<file path="src/hdl/vdb_pkg.sv">
package vdb_pkg;

    // Field and register widths.
    localparam int MODE_W    = 2;
    localparam int COORD_W   = 10;
    localparam int VALUE_W   = 16;
    localparam int VOX_W     = 11;
    localparam int CELLS_W   = 6;
    localparam int WEIGHT_W  = 32;
    localparam int DENS_W    = 64;
    localparam int CFG_IDX_W = 3;
    localparam int CFG_DATA_W = 32;

    // Grid store geometry.
    localparam int MAX_CELLS   = 32;
    localparam int CELL_BITS   = $clog2(MAX_CELLS);
    localparam int ADDR_W      = 3 * CELL_BITS;
    localparam int STORE_DEPTH = MAX_CELLS * MAX_CELLS * MAX_CELLS;
    localparam int COUNT_W     = 32;

    // Binning divider: the quotient is below the cells register, so it has
    // as many bits as that register.
    localparam int QUOT_W = CELLS_W;
    localparam int PROD_W = COORD_W + CELLS_W;
    localparam int STEP_W = $clog2(QUOT_W);

    // Register reset values.
    localparam logic [VOX_W-1:0]    VOXELS_RESET = VOX_W'(1024);
    localparam logic [CELLS_W-1:0]  CELLS_RESET  = CELLS_W'(32);
    localparam logic [WEIGHT_W-1:0] WEIGHT_RESET = '0;

    // Configuration register indexes.
    typedef enum logic [CFG_IDX_W-1:0] {
        CFG_VOXELS_X  = 3'd0,
        CFG_VOXELS_Y  = 3'd1,
        CFG_VOXELS_Z  = 3'd2,
        CFG_CELLS_X   = 3'd3,
        CFG_CELLS_Y   = 3'd4,
        CFG_CELLS_Z   = 3'd5,
        CFG_WEIGHT    = 3'd6
    } cfg_idx_t;

    // Item operation codes.
    typedef enum logic [MODE_W-1:0] {
        MODE_ACCUM      = 2'd0,
        MODE_READ       = 2'd1,
        MODE_READ_CLEAR = 2'd2,
        MODE_NONE       = 2'd3
    } mode_t;

    // Control of one divider lane.
    typedef struct packed {
        logic load;
        logic step;
    } div_ctl_t;

endpackage

</file>
<file path="src/hdl/vdb_div_lane.sv">
module vdb_div_lane (
    input  logic                        clk,
    input  vdb_pkg::div_ctl_t           ctl,
    input  logic [vdb_pkg::COORD_W-1:0] coord,
    input  logic [vdb_pkg::CELLS_W-1:0] cells,
    input  logic [vdb_pkg::VOX_W-1:0]   voxels,
    output logic [vdb_pkg::QUOT_W-1:0]  quot,
    output logic                        hit
);
    import vdb_pkg::*;

    logic [PROD_W-1:0] rem_reg, rem_next;
    logic [PROD_W-1:0] dsr_reg, dsr_next;
    logic [QUOT_W-1:0] quot_reg, quot_next;
    logic              hit_reg, hit_next;

    // Restoring division of coord * cells by voxels, one quotient bit a step.
    // The divisor starts at voxels shifted to the top quotient bit.
    always_comb
    begin
        rem_next  = rem_reg;
        dsr_next  = dsr_reg;
        quot_next = quot_reg;
        hit_next  = hit_reg;
        if (ctl.load)
        begin
            rem_next  = PROD_W'(coord) * PROD_W'(cells);
            dsr_next  = PROD_W'(voxels) << (QUOT_W - 1);
            quot_next = '0;
            hit_next  = {1'b0, coord} < voxels;
        end
        else if (ctl.step)
        begin
            if (rem_reg >= dsr_reg)
            begin
                rem_next  = rem_reg - dsr_reg;
                quot_next = {quot_reg[QUOT_W-2:0], 1'b1};
            end
            else
            begin
                quot_next = {quot_reg[QUOT_W-2:0], 1'b0};
            end
            dsr_next = dsr_reg >> 1;
        end
    end

    always_ff @(posedge clk)
    begin
        rem_reg  <= rem_next;
        dsr_reg  <= dsr_next;
        quot_reg <= quot_next;
        hit_reg  <= hit_next;
    end

    assign quot = quot_reg;
    assign hit  = hit_reg;

endmodule

</file>
<file path="config.mk">
export PLATFORM = sky130hd
export DESIGN_NAME = vdb_div_lane
export DESIGN_NICKNAME = d
export VERILOG_FILES = /design/src/hdl/vdb_pkg.sv /design/src/hdl/vdb_div_lane.sv
export SDC_FILE = /design/constraint.sdc
export NUM_CORES = 1
export LEC_CHECK = 0
export ABC_AREA = 1
export BUFFER_PORTS_ARGS = -buffer_cell sky130_fd_sc_hd__clkbuf_2
export CORE_ASPECT_RATIO = 0.75
export CORE_MARGIN = 4
export CORE_UTILIZATION = 30
export DETAILED_ROUTE_END_ITERATION = 12
export SLEW_MARGIN = 20
export SYNTH_ARGS = -nofsm -noshare
export SYNTH_HDL_FRONTEND = slang
export SYNTH_SLANG_ARGS = --single-unit
</file>
<file path="constraint.sdc">
create_clock -name clk -period 12.4 [get_ports clk]
set_input_delay 2.48 -clock clk [delete_from_list [all_inputs] [get_ports clk]]
set_output_delay 2.48 -clock clk [all_outputs]
set_load 0.03 [all_outputs]
</file>
; After elaboration in Yosys (flattened, before gate mapping)
; Index checks and enable logic that the tools add are counted.
[word_totals]
register_bits = 39
latch_bits = 0
ramBits = 0
mem_bits_ro = 0
input_bits = 30
out_inout_bits = 7
wordCells = 18
n_memories = 0
[op_classes]
add_sub_neg = 1
mul = 1
n_div = 0
order_cmp = 2
eq_ne = 0
n_shift = 0
muxes = 6
bitwise_logic = 0
n_reduce_logical = 3
[ops]
columns = operator, n
row1 = 16-bit 2-to-1 mux, 5
row2 = 16-bit greater-or-equal comparator, 1
row3 = 10-bit by 6-bit multiplier with 16-bit output, 1
row4 = 16-bit subtractor, 1
row5 = 10-bit by 11-bit less-than comparator with 1-bit output, 1
row6 = 2-bit nonzero test, 2
row7 = 2-bit AND reduction, 1
row8 = 1-bit 2-to-1 mux, 1

; Logic depth before layout (Yosys ltp)
[depth]
word_depth = 4
mapped_depth = 18

; Least setup slack after synthesis
; Ideal clock, no wire load.
[synth_timing]
path_type = input port to flip-flop
from = input cells[5] (netlist bit)
to = register rem_reg[13], data pin
arrival_time_ns = 5.412
t_required_ns = 12.147
path_slack_ns = 6.735
cell_stages = 16
cell_sequence = clkbuf_1 -> nand2_1 -> fa_1 -> inv_1 -> fa_1 -> inv_1 -> fa_1 -> inv_1 -> ha_1 -> nand2_1 -> nor2_1 -> nand3_1 -> nand3_1 -> nand2_1 -> nand3_1 -> nand2_1
[synth_between]
elab_chain_len = 2
[synth_rtl]
columns = element, line_no
row1 = from (decl), vdb_div_lane.sv:5  ; input logic [vdb_pkg::CELLS_W-1:0] cells,
row2 = 10-bit by 6-bit multiplier with 16-bit output, vdb_div_lane.sv:27  ; rem_next = PROD_W'(coord) * PROD_W'(cells);
row3 = 16-bit 2-to-1 mux, vdb_div_lane.sv:25  ; if (ctl.load)
row4 = net rem_next[13], vdb_div_lane.sv:12  ; logic [PROD_W-1:0] rem_reg, rem_next;
row5 = to (signal assigned), vdb_div_lane.sv:49  ; rem_reg <= rem_next;
row6 = to (decl), vdb_div_lane.sv:12
; The timed path passes the listed nets, and every way through them passes these cells.
; A chain may end at the register's enable or synchronous reset.

; Final worst setup path
[layout_timing]
from = input cells[5] (netlist bit)
to = register rem_reg[12], data pin
; The elaborated chain is that of the path after synthesis.

==> run_summary.xml <==
<?xml version="1.0" encoding="UTF-8"?>
<metrics>
  <group name="status">
    <metric name="run_status" unit="">finished clean</metric>
  </group>
  <group name="place">
    <metric name="preCtsSetupSlack" unit="ps">6428</metric>
    <metric name="numPortBuffers" unit="">36</metric>
    <metric name="hpwl" unit="mm">9.920</metric>
    <metric name="gpl.final_weighted_congestion" unit="">0.8654</metric>
  </group>
  <group name="power">
    <metric name="max-vdd-ir-drop" unit="uV">67.96</metric>
    <metric name="p_leak" unit="uW">0.003132</metric>
    <metric name="switching_share" unit="">0.4792</metric>
    <metric name="seqPwrFrac" unit="">0.216</metric>
    <metric name="p_total" unit="uW">910.4</metric>
    <metric name="cellInternalPower" unit="uW">474.1</metric>
    <metric name="power-per-cell-area" unit="mW/mm^2">169.4</metric>
    <metric name="total_switching_power" unit="uW">436.3</metric>
    <metric name="p_clk_frac" unit="">0.156</metric>
    <metric name="power.combinational.fraction" unit="">0.628</metric>
  </group>
  <group name="layout">
    <metric name="diodes" unit="">0</metric>
    <metric name="nets" unit="">838</metric>
    <metric name="share_of_cells_above_drive_strength_1" unit="">0.1088</metric>
    <metric name="layout_common_cells" unit="">sky130_fd_sc_hd__nand2_1 (207), sky130_fd_sc_hd__inv_1 (181), sky130_fd_sc_hd__ha_1 (49), sky130_fd_sc_hd__clkbuf_2 (36)</metric>
    <metric name="layout_commonest_cell" unit="">sky130_fd_sc_hd__nand2_1</metric>
    <metric name="area_growth_syn_to_layout" unit="%">11.35</metric>
  </group>
  <group name="cts">
    <metric name="clock_insertion_delay_worst_skew" unit="ps">290</metric>
    <metric name="tritoncts" unit="">built</metric>
    <metric name="htree_depth" unit="">2</metric>
    <metric name="ctsHoldBuffers" unit="">0</metric>
    <metric name="clock-sinks" unit="">39</metric>
    <metric name="cts-root-to-sink-buffers" unit="">2</metric>
    <metric name="tritoncts.num_buffers" unit="">5</metric>
    <metric name="worst_setup_hold_path_clk_slew" unit="ps">60</metric>
    <metric name="post-cts-setup-buffers" unit="">0</metric>
    <metric name="clockRootBuffer" unit="">sky130_fd_sc_hd__clkbuf_16</metric>
    <metric name="postCtsResizedCells" unit="">0</metric>
  </group>
  <group name="logic_synthesis">
    <metric name="synth_fp_nets" unit="">807</metric>
    <metric name="post_synth_xor_area_fraction" unit="">0.01426</metric>
    <metric name="synth_top_family_by_area" unit="">adder cells</metric>
    <metric name="cell_area_after_synthesis" unit="sq mm">0.004827</metric>
    <metric name="cell_taking_the_most_area_after_synthesis" unit="">sky130_fd_sc_hd__edfxtp_1</metric>
    <metric name="synthesis.yosys.warnings" unit="">0</metric>
    <metric name="synth.top_cell.area_share" unit="">0.1742</metric>
    <metric name="synth.lib_cells_used.distinct" unit="">33</metric>
    <metric name="muxShareOfSynthArea" unit="">0</metric>
    <metric name="synth_simple_gate_area_frac" unit="">0.2670</metric>
    <metric name="synth-seq-area-share" unit="">0.2198</metric>
    <metric name="yosys_register_bits" unit="">39</metric>
    <metric name="postSynthCellCount" unit="">694</metric>
    <metric name="post_synthesis_share_of_cell_area_spent_on_full_adders_half_adders_and_majority_gates" unit="">0.2680</metric>
    <metric name="synth_area_per_cell" unit="sq um">6.956</metric>
    <metric name="synth-compound-area-share" unit="">0.07154</metric>
    <metric name="largest_cells_by_area_after_synthesis" unit="">sky130_fd_sc_hd__edfxtp_1 (17%), sky130_fd_sc_hd__nand2_1 (16%), sky130_fd_sc_hd__fa_1 (14%), sky130_fd_sc_hd__inv_1 (14%), sky130_fd_sc_hd__ha_1 (13%)</metric>
  </group>
  <group name="floorplanning">
    <metric name="floorplan.die_area" unit="sq mm">0.01821</metric>
    <metric name="start_util" unit="">0.3111</metric>
    <metric name="fp.dieW" unit="microns">154.5</metric>
    <metric name="placementRows" unit="">39</metric>
    <metric name="die-height" unit="microns">117.9</metric>
    <metric name="core-area" unit="sq mm">0.01552</metric>
    <metric name="pin_count" unit="">37</metric>
  </group>
  <group name="sta">
    <metric name="final_period_minus_worst_setup_slack" unit="ps">5722</metric>
    <metric name="maxClockFrequency" unit="GHz">0.1748</metric>
    <metric name="max-slew-margin-rel" unit="">0.4779</metric>
    <metric name="setup-violations-final" unit="">0</metric>
    <metric name="timing.final.max_slew_violations" unit="">0</metric>
    <metric name="finalWorstSetupSlack" unit="ps">6678</metric>
    <metric name="max_slew.worst_pin.slew" unit="ps">782.3</metric>
    <metric name="final.setup_skew" unit="ps">4.937</metric>
    <metric name="fin_setup_tns" unit="ps">0</metric>
    <metric name="final.period_utilization" unit="">0.4614</metric>
    <metric name="setup_repair_after_global_routing_missed_its_margin" unit="">false</metric>
    <metric name="hold_viol_final" unit="">0</metric>
  </group>
  <group name="hold_path">
    <metric name="timing.hold.worst.class" unit="">reg2reg</metric>
  </group>
  <group name="worst_setup_path">
    <metric name="largest_delay_share_family_worst_path" unit="">adder cells</metric>
    <metric name="critPathArrivalTime" unit="ps">5760</metric>
    <metric name="worst-setup-path-type" unit="">in2reg</metric>
    <metric name="critPathLaunchType" unit="">primary input</metric>
    <metric name="max_stage_delay" unit="ps">550</metric>
    <metric name="number_of_buffers_and_inverters_on_the_critical_path" unit="">4</metric>
    <metric name="cp_max_fo" unit="">10</metric>
    <metric name="critical-path-slowest-cell" unit="">sky130_fd_sc_hd__fa_1</metric>
    <metric name="cp-end-kind" unit="">flip-flop</metric>
    <metric name="crit_top_cell" unit="">sky130_fd_sc_hd__nand2_1</metric>
    <metric name="timing.critical_path.required" unit="ps">12440</metric>
    <metric name="critical_path.cell_chain" unit="">clkbuf_2, nand2_1, fa_1, inv_1, fa_1, inv_1, fa_1, inv_1, ha_1, nand2_1, nor2_1, nand3_1, nand3_1, nand2_1, nand3_1, nand2_1</metric>
  </group>
  <group name="global_route">
    <metric name="grt_pass1_wl" unit="mm">20.71</metric>
    <metric name="vias_in_the_first_global_route" unit="">4198</metric>
    <metric name="grt_max_degree" unit="">28</metric>
    <metric name="grt_use_total" unit="">0.1384</metric>
    <metric name="globalRouteOverflowTotal" unit="">0</metric>
    <metric name="initial_antenna_violation_count" unit="">0</metric>
  </group>
  <group name="route">
    <metric name="drc" unit="">0</metric>
    <metric name="drt-wirelength-per-cell" unit="microns">12.88</metric>
    <metric name="via_count" unit="">4174</metric>
    <metric name="route.final.wire_length" unit="mm">11.99</metric>
    <metric name="drt-vias-per-instance" unit="">4.483</metric>
    <metric name="detail_route.iter0.violations" unit="">246</metric>
    <metric name="detailedRoute.firstPassIterationCount" unit="">5</metric>
    <metric name="remaining_number_of_nets_flagged_by_the_antenna_check_after_routing" unit="">0</metric>
  </group>
  <group name="run">
    <metric name="maxCapViolCount" unit="">0</metric>
  </group>
</metrics>
[tightest hold or removal path, cell delays in order, from the launching register on]
cell and delay, ps:
sky130_fd_sc_hd__dfxtp_1 330, sky130_fd_sc_hd__nand2_1 50, sky130_fd_sc_hd__o21ai_0 60
[power groups by stage]
stage / Combinational (uW) / Sequential, uW / Clock, uW
after floorplan: 441 / 199 / 0
after detailed placement: 566 / 199 / 0
after global routing: 665 / 200 / 149
after CTS: 572 / 197 / 143
final: 572 / 197 / 142
after global placement: 560 / 199 / 0
[metal layers]
layer / global-route usage / vias up / routed length [microns]
li1: - / 2169 / -
met1: 0.2181 / 1900 / 6516
met2: 0.2007 / 98 / 4776
met3: 0.02609 / 7 / 645
met4: 0.01544 / 0 / 53
met5: 0 / - / 0
[path summary, 6_finish.rpt]
path                                  from     endpoint  slack (ps)  depth (start not counted)
worst max-delay path              cells[5]  rem_reg[12]        6680                         16
worst min-delay path               quot[5]      quot[5]         470                          2
worst max register to register  rem_reg[0]  rem_reg[14]        9830                         12
worst min register to register     quot[5]      quot[5]         470                          2
[per-stage QoR]
step                      std cells  utilization  cell area, sq um  hold slack (ps)
after detailed placement        923       0.3358              5211            456.2
after CTS                       931       0.3464              5375            472.7
final                           931       0.3464              5375            470.0
after global placement          923       0.3358              5211            452.0
after global routing            931       0.3464              5375            498.7
after floorplan                 694            -              4827            432.2
[cell usage after synthesis]
cell	n
sky130_fd_sc_hd__a21o_1	2
sky130_fd_sc_hd__a21oi_1	22
sky130_fd_sc_hd__a21oi_2	1
sky130_fd_sc_hd__and3_1	1
sky130_fd_sc_hd__buf_2	3
sky130_fd_sc_hd__buf_4	1
sky130_fd_sc_hd__clkbuf_1	8
sky130_fd_sc_hd__dfxtp_1	11
sky130_fd_sc_hd__edfxtp_1	28
sky130_fd_sc_hd__fa_1	34
sky130_fd_sc_hd__ha_1	49
sky130_fd_sc_hd__inv_1	181
sky130_fd_sc_hd__inv_2	10
sky130_fd_sc_hd__nand2_1	207
sky130_fd_sc_hd__nand2_2	11
sky130_fd_sc_hd__nand2_4	1
sky130_fd_sc_hd__nand3_1	34
sky130_fd_sc_hd__nand3_2	4
sky130_fd_sc_hd__nand3b_1	2
sky130_fd_sc_hd__nand4_1	6
sky130_fd_sc_hd__nor2_1	25
sky130_fd_sc_hd__nor2_2	3
sky130_fd_sc_hd__nor3_1	4
sky130_fd_sc_hd__nor3_2	3
sky130_fd_sc_hd__o211ai_1	2
sky130_fd_sc_hd__o21ai_0	14
sky130_fd_sc_hd__o21ai_1	2
sky130_fd_sc_hd__o21ai_2	1
sky130_fd_sc_hd__o21bai_1	1
sky130_fd_sc_hd__o22ai_1	16
sky130_fd_sc_hd__xnor2_1	5
sky130_fd_sc_hd__xor2_1	1
sky130_fd_sc_hd__xor2_2	1
[cells by family after synthesis]
kind of cell	count (synthesis)
adder cells (fa/ha/maj)	83
AO/OA/AOI/OAI	61
buffers and inverters	203
XOR/XNOR	7
flip-flops	39
AND/OR/NAND/NOR	301
[cell type report]
cell class | count | area [sq um]
clock buffer | 6 | 150.1
clock inverter | 2 | 13.76
fill | 1710 | 10140
inverter | 191 | 716.9
multi-input combinational | 452 | 2997
sequential | 39 | 1061
tap | 205 | 256.5
timing repair buffer | 36 | 180.2
No activity file was read; power rests on OpenSTA's default activity.
